==> config.mk <==
export PLATFORM = sky130hd
export DESIGN_NAME = evc_front_flat
export DESIGN_NICKNAME = d
export VERILOG_FILES = /design/src/hdl/evc_pkg.sv /design/src/hdl/evc_if.sv /design/src/hdl/evc_front.sv /design/src/flat_wrapper.sv
export SDC_FILE = /design/constraint.sdc
export NUM_CORES = 1
export LEC_CHECK = 0
export ABC_AREA = 1
export BUFFER_PORTS_ARGS = -buffer_cell sky130_fd_sc_hd__buf_4
export CORE_UTILIZATION = 36
export DETAILED_ROUTE_END_ITERATION = 12
export PLACE_DENSITY = 0.69
export SYNTH_ARGS = -nofsm -noshare
export SYNTH_HDL_FRONTEND = slang
export SYNTH_SLANG_ARGS = --single-unit
==> constraint.sdc <==
create_clock -name clk -period 29.4 [get_ports clk]
set_input_delay 2.94 -clock clk [delete_from_list [all_inputs] [get_ports clk]]
set_output_delay 2.94 -clock clk [all_outputs]
set_load 0.01 [all_outputs]
==> src/hdl/evc_pkg.sv <==
// ----------------------------------------------------------------------------
// Euler variable converter package
// Widths, codes, shared types and fixed-point helpers of the converter.
// ----------------------------------------------------------------------------
`default_nettype none

package evc_pkg;

	localparam int FRAC_BITS = 16;
	localparam int WORD_BITS = 32;
	localparam int DATA_W    = 32;
	localparam int SAT_BITS  = (WORD_BITS < 32) ? WORD_BITS : 32;
	localparam int QBITS     = DATA_W + FRAC_BITS;
	localparam int DIV_LAT   = QBITS + 1;
	localparam int GAMMA_W   = 31;
	localparam int REG_IDX_W = 1;
	localparam int QDEPTH    = 2;
	localparam int QPTR_W    = $clog2(QDEPTH);

	typedef logic signed [DATA_W-1:0]   word_t;
	typedef logic signed [2*DATA_W-1:0] prod_t;

	localparam prod_t SAT_MAX = (prod_t'(1) <<< (SAT_BITS - 1)) - prod_t'(1);
	localparam prod_t SAT_MIN = -SAT_MAX - prod_t'(1);
	localparam word_t MAX_WORD = word_t'(SAT_MAX);
	localparam word_t MIN_WORD = word_t'(SAT_MIN);
	localparam word_t Q_ONE = word_t'(prod_t'(1) <<< FRAC_BITS);
	localparam logic [QBITS-1:0] QLIM_POS = QBITS'(SAT_MAX);
	localparam logic [QBITS-1:0] QLIM_NEG = QBITS'(SAT_MAX) + QBITS'(1);

	localparam logic [GAMMA_W-1:0] GAMMA_RESET = GAMMA_W'(91750);

	localparam logic [1:0] GEO_1D = 2'd0;
	localparam logic [1:0] GEO_2D = 2'd1;

	localparam logic [REG_IDX_W-1:0] REG_GEOMETRY  = REG_IDX_W'(0);
	localparam logic [REG_IDX_W-1:0] REG_ADIABATIC = REG_IDX_W'(1);

	localparam logic OP_CONS_TO_PRIM = 1'b0;
	localparam logic OP_PRIM_TO_CONS = 1'b1;

	typedef enum logic [1:0] {
		ST_OK       = 2'd0,
		ST_NOT_IMPL = 2'd1,
		ST_ZERO_DIV = 2'd2,
		ST_SAT      = 2'd3
	} status_t;

	typedef struct packed {
		logic [1:0] mode;
		word_t      gm1;
	} cfg_t;

	// One classified cell as it waits in the queue.
	typedef struct packed {
		logic  op;
		logic  two_d;
		logic  ni;
		logic  last;
		word_t n1;
		word_t d1;
		word_t n2;
		word_t d2;
		word_t n3;
		word_t d3;
		word_t vol;
		word_t a;
		word_t b;
		word_t c;
	} item_t;

	typedef struct packed {
		logic  op;
		logic  two_d;
		logic  ni;
		logic  last;
		word_t vol;
		word_t a;
		word_t b;
		word_t c;
	} side_a_t;

	typedef struct packed {
		logic  op;
		logic  ni;
		logic  last;
		logic  zd;
		logic  sat;
		word_t r0;
		word_t r1;
		word_t r2;
		word_t w;
	} side_b_t;

	localparam int SIDE_W = ($bits(side_a_t) > $bits(side_b_t)) ?
		$bits(side_a_t) : $bits(side_b_t);

	typedef struct packed {
		logic neg;
		logic dz;
		logic npos;
		logic nneg;
	} div_ctl_t;

	typedef struct packed {
		word_t v;
		logic  sat;
	} sat_word_t;

	function automatic sat_word_t clamp_word(input prod_t x);
		sat_word_t res;
		res.sat = 1'b0;
		if (x > SAT_MAX) begin
			res.v   = MAX_WORD;
			res.sat = 1'b1;
		end else if (x < SAT_MIN) begin
			res.v   = MIN_WORD;
			res.sat = 1'b1;
		end else begin
			res.v = word_t'(x);
		end
		return res;
	endfunction

	// Rounds a full product on its magnitude; half adds one more bit of shift.
	function automatic sat_word_t mul_round(input prod_t p, input logic half);
		logic [2*DATA_W-1:0] m;
		logic [2*DATA_W-1:0] r;
		prod_t v;
		m = p[2*DATA_W-1] ? $unsigned(-p) : $unsigned(p);
		if (half) begin
			r = (m + ((2*DATA_W)'(1) << FRAC_BITS)) >> (FRAC_BITS + 1);
		end else begin
			r = (m + ((2*DATA_W)'(1) << (FRAC_BITS - 1))) >> FRAC_BITS;
		end
		v = p[2*DATA_W-1] ? -$signed(r) : $signed(r);
		return clamp_word(v);
	endfunction

	function automatic sat_word_t sat_add(input word_t x, input word_t y, input logic sub);
		prod_t s;
		s = sub ? (prod_t'(x) - prod_t'(y)) : (prod_t'(x) + prod_t'(y));
		return clamp_word(s);
	endfunction

endpackage

`default_nettype wire

==> src/hdl/evc_if.sv <==
// ----------------------------------------------------------------------------
// Euler variable converter channels
// Cell input, result output and register write channels.
// ----------------------------------------------------------------------------
`default_nettype none

interface evc_cell_if;
	import evc_pkg::*;
	logic  valid;
	logic  ready;
	logic  operation;
	word_t cell_volume;
	word_t cell_mass;
	word_t cell_momentum_x;
	word_t cell_momentum_y;
	word_t cell_energy;
	word_t cell_density;
	word_t cell_velocity_x;
	word_t cell_velocity_y;
	word_t cell_pressure;
	logic  last_cell;
	modport source (output valid, output operation, output cell_volume, output cell_mass,
		output cell_momentum_x, output cell_momentum_y, output cell_energy,
		output cell_density, output cell_velocity_x, output cell_velocity_y,
		output cell_pressure, output last_cell, input ready);
	modport sink (input valid, input operation, input cell_volume, input cell_mass,
		input cell_momentum_x, input cell_momentum_y, input cell_energy,
		input cell_density, input cell_velocity_x, input cell_velocity_y,
		input cell_pressure, input last_cell, output ready);
endinterface


`default_nettype wire

==> src/hdl/evc_front.sv <==
// ----------------------------------------------------------------------------
// Euler variable converter front end
// Accepts cells, picks divider operands for the operation and mode, and
// holds them in a two-entry queue for the back end.
// ----------------------------------------------------------------------------
`default_nettype none

module evc_front (
	input  logic           clk,
	input  logic           arst_n,
	evc_cell_if.sink       cells,
	input  evc_pkg::cfg_t  cfg,
	input  logic           pop,
	output logic           item_vld,
	output evc_pkg::item_t item
);
	import evc_pkg::*;

	item_t               cls;
	item_t               buf_q [QDEPTH];
	logic [QPTR_W-1:0]   wr_q;
	logic [QPTR_W-1:0]   rd_q;
	logic [QPTR_W:0]     cnt_q;
	logic                push;

	assign cells.ready = (cnt_q != (QPTR_W+1)'(QDEPTH));
	assign push        = cells.valid && cells.ready;
	assign item_vld    = (cnt_q != '0);
	assign item        = buf_q[rd_q];

	always_comb begin
		cls       = '0;
		cls.op    = cells.operation;
		cls.two_d = (cfg.mode == GEO_2D);
		cls.ni    = cfg.mode[1];
		cls.last  = cells.last_cell;
		cls.vol   = cells.cell_volume;
		if (cells.operation == OP_CONS_TO_PRIM) begin
			cls.n1 = cells.cell_mass;
			cls.d1 = cells.cell_volume;
			cls.n2 = cells.cell_momentum_x;
			cls.d2 = cells.cell_mass;
			cls.n3 = cls.two_d ? cells.cell_momentum_y : '0;
			cls.d3 = cells.cell_mass;
			cls.a  = cells.cell_mass;
			cls.b  = cells.cell_energy;
		end else begin
			// Only the first divider is used; the others get a harmless divisor.
			cls.n1 = cells.cell_pressure;
			cls.d1 = cfg.gm1;
			cls.d2 = MAX_WORD;
			cls.d3 = MAX_WORD;
			cls.a  = cells.cell_density;
			cls.b  = cells.cell_velocity_x;
			cls.c  = cls.two_d ? cells.cell_velocity_y : '0;
		end
	end

	always_ff @(posedge clk) begin
		if (push) begin
			buf_q[wr_q] <= cls;
		end
	end

	always_ff @(posedge clk or negedge arst_n) begin
		if (!arst_n) begin
			wr_q  <= '0;
			rd_q  <= '0;
			cnt_q <= '0;
		end else begin
			if (push) begin
				wr_q <= wr_q + QPTR_W'(1);
			end
			if (pop) begin
				rd_q <= rd_q + QPTR_W'(1);
			end
			if (push && !pop) begin
				cnt_q <= cnt_q + (QPTR_W+1)'(1);
			end else if (!push && pop) begin
				cnt_q <= cnt_q - (QPTR_W+1)'(1);
			end
		end
	end

endmodule

`default_nettype wire

==> src/flat_wrapper.sv <==
// flat-port wrapper written by rule: the top's interface ports become plain ports
module evc_front_flat import evc_pkg::*;
  (clk, arst_n, cfg, pop, item_vld, item, cells_valid, cells_operation, cells_cell_volume, cells_cell_mass, cells_cell_momentum_x, cells_cell_momentum_y, cells_cell_energy, cells_cell_density, cells_cell_velocity_x, cells_cell_velocity_y, cells_cell_pressure, cells_last_cell, cells_ready);
  evc_cell_if cells_i ();
  input  logic clk;
  input  logic arst_n;
  input  evc_pkg::cfg_t cfg;
  input  logic pop;
  output logic item_vld;
  output evc_pkg::item_t item;
  input wire logic [$bits(cells_i.valid)-1:0] cells_valid;
  input wire logic [$bits(cells_i.operation)-1:0] cells_operation;
  input wire logic [$bits(cells_i.cell_volume)-1:0] cells_cell_volume;
  input wire logic [$bits(cells_i.cell_mass)-1:0] cells_cell_mass;
  input wire logic [$bits(cells_i.cell_momentum_x)-1:0] cells_cell_momentum_x;
  input wire logic [$bits(cells_i.cell_momentum_y)-1:0] cells_cell_momentum_y;
  input wire logic [$bits(cells_i.cell_energy)-1:0] cells_cell_energy;
  input wire logic [$bits(cells_i.cell_density)-1:0] cells_cell_density;
  input wire logic [$bits(cells_i.cell_velocity_x)-1:0] cells_cell_velocity_x;
  input wire logic [$bits(cells_i.cell_velocity_y)-1:0] cells_cell_velocity_y;
  input wire logic [$bits(cells_i.cell_pressure)-1:0] cells_cell_pressure;
  input wire logic [$bits(cells_i.last_cell)-1:0] cells_last_cell;
  output wire logic [$bits(cells_i.ready)-1:0] cells_ready;
  assign cells_i.valid = cells_valid;
  assign cells_i.operation = cells_operation;
  assign cells_i.cell_volume = cells_cell_volume;
  assign cells_i.cell_mass = cells_cell_mass;
  assign cells_i.cell_momentum_x = cells_cell_momentum_x;
  assign cells_i.cell_momentum_y = cells_cell_momentum_y;
  assign cells_i.cell_energy = cells_cell_energy;
  assign cells_i.cell_density = cells_cell_density;
  assign cells_i.cell_velocity_x = cells_cell_velocity_x;
  assign cells_i.cell_velocity_y = cells_cell_velocity_y;
  assign cells_i.cell_pressure = cells_cell_pressure;
  assign cells_i.last_cell = cells_last_cell;
  assign cells_ready = cells_i.ready;
  evc_front u_core (.clk(clk), .arst_n(arst_n), .cells(cells_i), .cfg(cfg), .pop(pop), .item_vld(item_vld), .item(item));
endmodule
==> impl_metrics.env <==
export IMPL_status="finished clean"
export IMPL_slowest_stage="dfrtp_4"
export IMPL_wl_um=60000
export IMPL_hold_path_class="flop to flop"
export IMPL_criticalPathCategory="flop to output port"
export IMPL_layout_cells_non_filler=3195
export IMPL_vias_per_cell=4.55
export IMPL_r2r_start="u_core.cnt_q[0]"
export IMPL_grt_max_degree=79
export IMPL_dr_total_vias=14541
export IMPL_hp_start="u_core.cnt_q[0]"
export IMPL_drc=0
export IMPL_htree_levels=2
export IMPL_power_density_nw_per_um2=95.7
export IMPL_dieArea_um2=70900
export IMPL_power_internal_uw=2210
export IMPL_die_x_um=266
export IMPL_clock_skew_ns=0.0113
export IMPL_syn_inst=1585
export IMPL_final_cell_mix="buf_4 (669), edfxtp_1 (584), nand2_1 (361), mux2_4 (270), inv_1 (105)"
export IMPL_drive_gt1_frac=0.479
export IMPL_seq_power_share=0.393
export IMPL_wire_per_inst_um=18.8
export IMPL_slowest_delay_ns=0.93
export IMPL_startpoint_type="flop"
export IMPL_hold_viol_final=0
export IMPL_max_freq_mhz=128
export IMPL_cts_setup_buffers=0
export IMPL_final_antenna_net_count=0
export IMPL_yosysSeqAreaShare=0.702
export IMPL_syn_num_nets=1914
export IMPL_io_pins=654
export IMPL_antenna_found_initial=2
export IMPL_setup_slack_ns=21.59
export IMPL_ctsResizeCount=0
export IMPL_yosys_register_bits=588
export IMPL_dr_pass1_iters=5
export IMPL_setup_violations_final=0
export IMPL_fin_area_um2=32500
export IMPL_nNetsFinal=2544
export IMPL_cts_hold_buf=0
export IMPL_drt_initial_drc_count=1091
export IMPL_synth_area_um2=25100
export IMPL_core_area_um2=68800
export IMPL_min_period_over_period=0.266
export IMPL_portBuffers=653
export IMPL_dp_hpwl_um=41500
export IMPL_die_h_um=266
export IMPL_crit_top_cell="buf_4"
export IMPL_place_area_um2=30500
export IMPL_rows=96
export IMPL_cts_tree="built"
export IMPL_crit_chain="buf_4, buf_4, buf_4, mux2_4, buf_4"
export IMPL_drv_slew=0
export IMPL_synth_top_area_cell="edfxtp_1"
export IMPL_maxCapViolations=0
export IMPL_root_buffer="clkbuf_16"
export IMPL_p_leak_uw=0.0140
export IMPL_rsz0062_at_grt="false"
export IMPL_start_util=0.365
export IMPL_startpoint="u_core.rd_q"
export IMPL_setup_tns_ns=0
export IMPL_cts_sinks=588
export IMPL_min_period_ns=7.81
export IMPL_multiInputGateArea_um2=6290
export IMPL_final_common_cell="buf_4"
export IMPL_syn2layout_area_growth_pct=29.5
export IMPL_relSlewSlack=0.175
export IMPL_dp_cells=3084
export IMPL_cp_required_ns=26.46
export IMPL_cts_inserted_buffers=60
export IMPL_cts_buffer_depth=3
export IMPL_grt_pass1_wl_um=86300
export IMPL_end_kind="output port"
export IMPL_grt_pass1_vias=14973
export IMPL_insertion_delay_ns=0.60
export IMPL_p_clk_frac=0.249
export IMPL_ys_warn_count=0
export IMPL_arrival_ns=4.87
export IMPL_worst_slew_pin_slew_ns=1.23
export IMPL_nFillCells=5939
export IMPL_synth_cell_types=20
export IMPL_vdd_drop_max_v=0.0000546
export IMPL_grt_overflow=0
export IMPL_synth_avg_cell_area_um2=15.9
export IMPL_place_congestion=0.849
export IMPL_swShare=0.289
export IMPL_clkTransAtPathRegs_ns=0.06
export IMPL_power_total_uw=3120
export IMPL_synth_top_area_frac=0.698
export IMPL_critPathMaxFanout=57
export IMPL_groute_usage_overall=0.160
export IMPL_synthTopCellsByArea="edfxtp_1 (70%), mux2_4 (16%), nand2_1 (5.4%)"
export IMPL_place_ws_ns=22.24
export IMPL_p_sw_uw=901
export IMPL_combPwrFrac=0.358
export IMPL_seq_area_um2=17600
==> metrics by stage <==
stage                     hold WS [ns]  utilization
final                            0.504        0.473
after floorplan                  0.462            -
after global placement           0.481        0.444
after global routing             0.533        0.473
after CTS                        0.510        0.473
after detailed placement         0.502        0.444
==> flip-flops by register name, indices dropped and copies added (netlist names) <==
name / flops
u_core.buf_q: 584
u_core.rd_q: 1
u_core.wr_q: 1
u_core.cnt_q: 2
==> power by group through the flow <==
stage	Clock [uW]	Combinational [uW]	Sequential, uW
after detailed placement	0	1120	1240
after CTS	797	1130	1230
after global routing	823	1180	1240
final	777	1110	1220
after global placement	0	1120	1230
after floorplan	0	726	1300
==> cell type report <==
class                      count  area share
clock buffer                  75      0.0485
multi-input combinational    789       0.193
antenna                        1   0.0000769
clock inverter                35      0.0135
tap                          931      0.0358
inverter                     106      0.0123
timing repair buffer         670       0.155
sequential                   588       0.542
==> synth_stat cells (all sizes together) <==
cell	number
buf	94
nor2	99
dfrtp	4
nand2	361
xor2	2
xnor2	1
nand3	1
clkbuf	8
ha	1
or2	31
mux2	292
edfxtp	584
inv	106
nand4	1
==> path summary, 6_finish.rpt <==
path | end | slack [ns] | cells past startpoint
setup / recovery | item[110] | 21.59 | 5
hold / removal | u_core.cnt_q[0] | 0.50 | 1
setup reg to reg | u_core.buf_q[1][104] | 25.85 | 6
hold reg to reg | u_core.cnt_q[0] | 0.50 | 1
max in group asynchronous | u_core.rd_q | 27.15 | 1
min in group asynchronous | u_core.wr_q | 2.14 | 1
==> cell families (layout without fill, tap and decap cells) <==
| family | count (synthesis) | in the layout | share of synthesized area |
|---|---|---|---|
| buf+inv | 208 | 886 | 0.0486 |
| other cells | 0 | 1 | 0 |
| flops | 588 | 588 | 0.702 |
| xor+xnor | 3 | 3 | 0.00105 |
| mux | 292 | 292 | 0.171 |
| simple gates | 493 | 493 | 0.0769 |
| fa+ha+maj | 1 | 1 | 0.000498 |
==> critical path: cells and delay by family, from the launching register on <==
family	cells	cell delay, ns
buffers and inverters	4	2.77
flip-flops	1	0.93
multiplexers	1	0.36
==> metal layers <==
metal	vias up	routed length [um]	GRT usage
met5	-	9	0
met3	104	3940	0.0376
met1	7103	22700	0.182
met4	2	1950	0.0614
met2	539	31300	0.289
li1	6793	-	-
No activity file was read; power rests on OpenSTA's default activity.
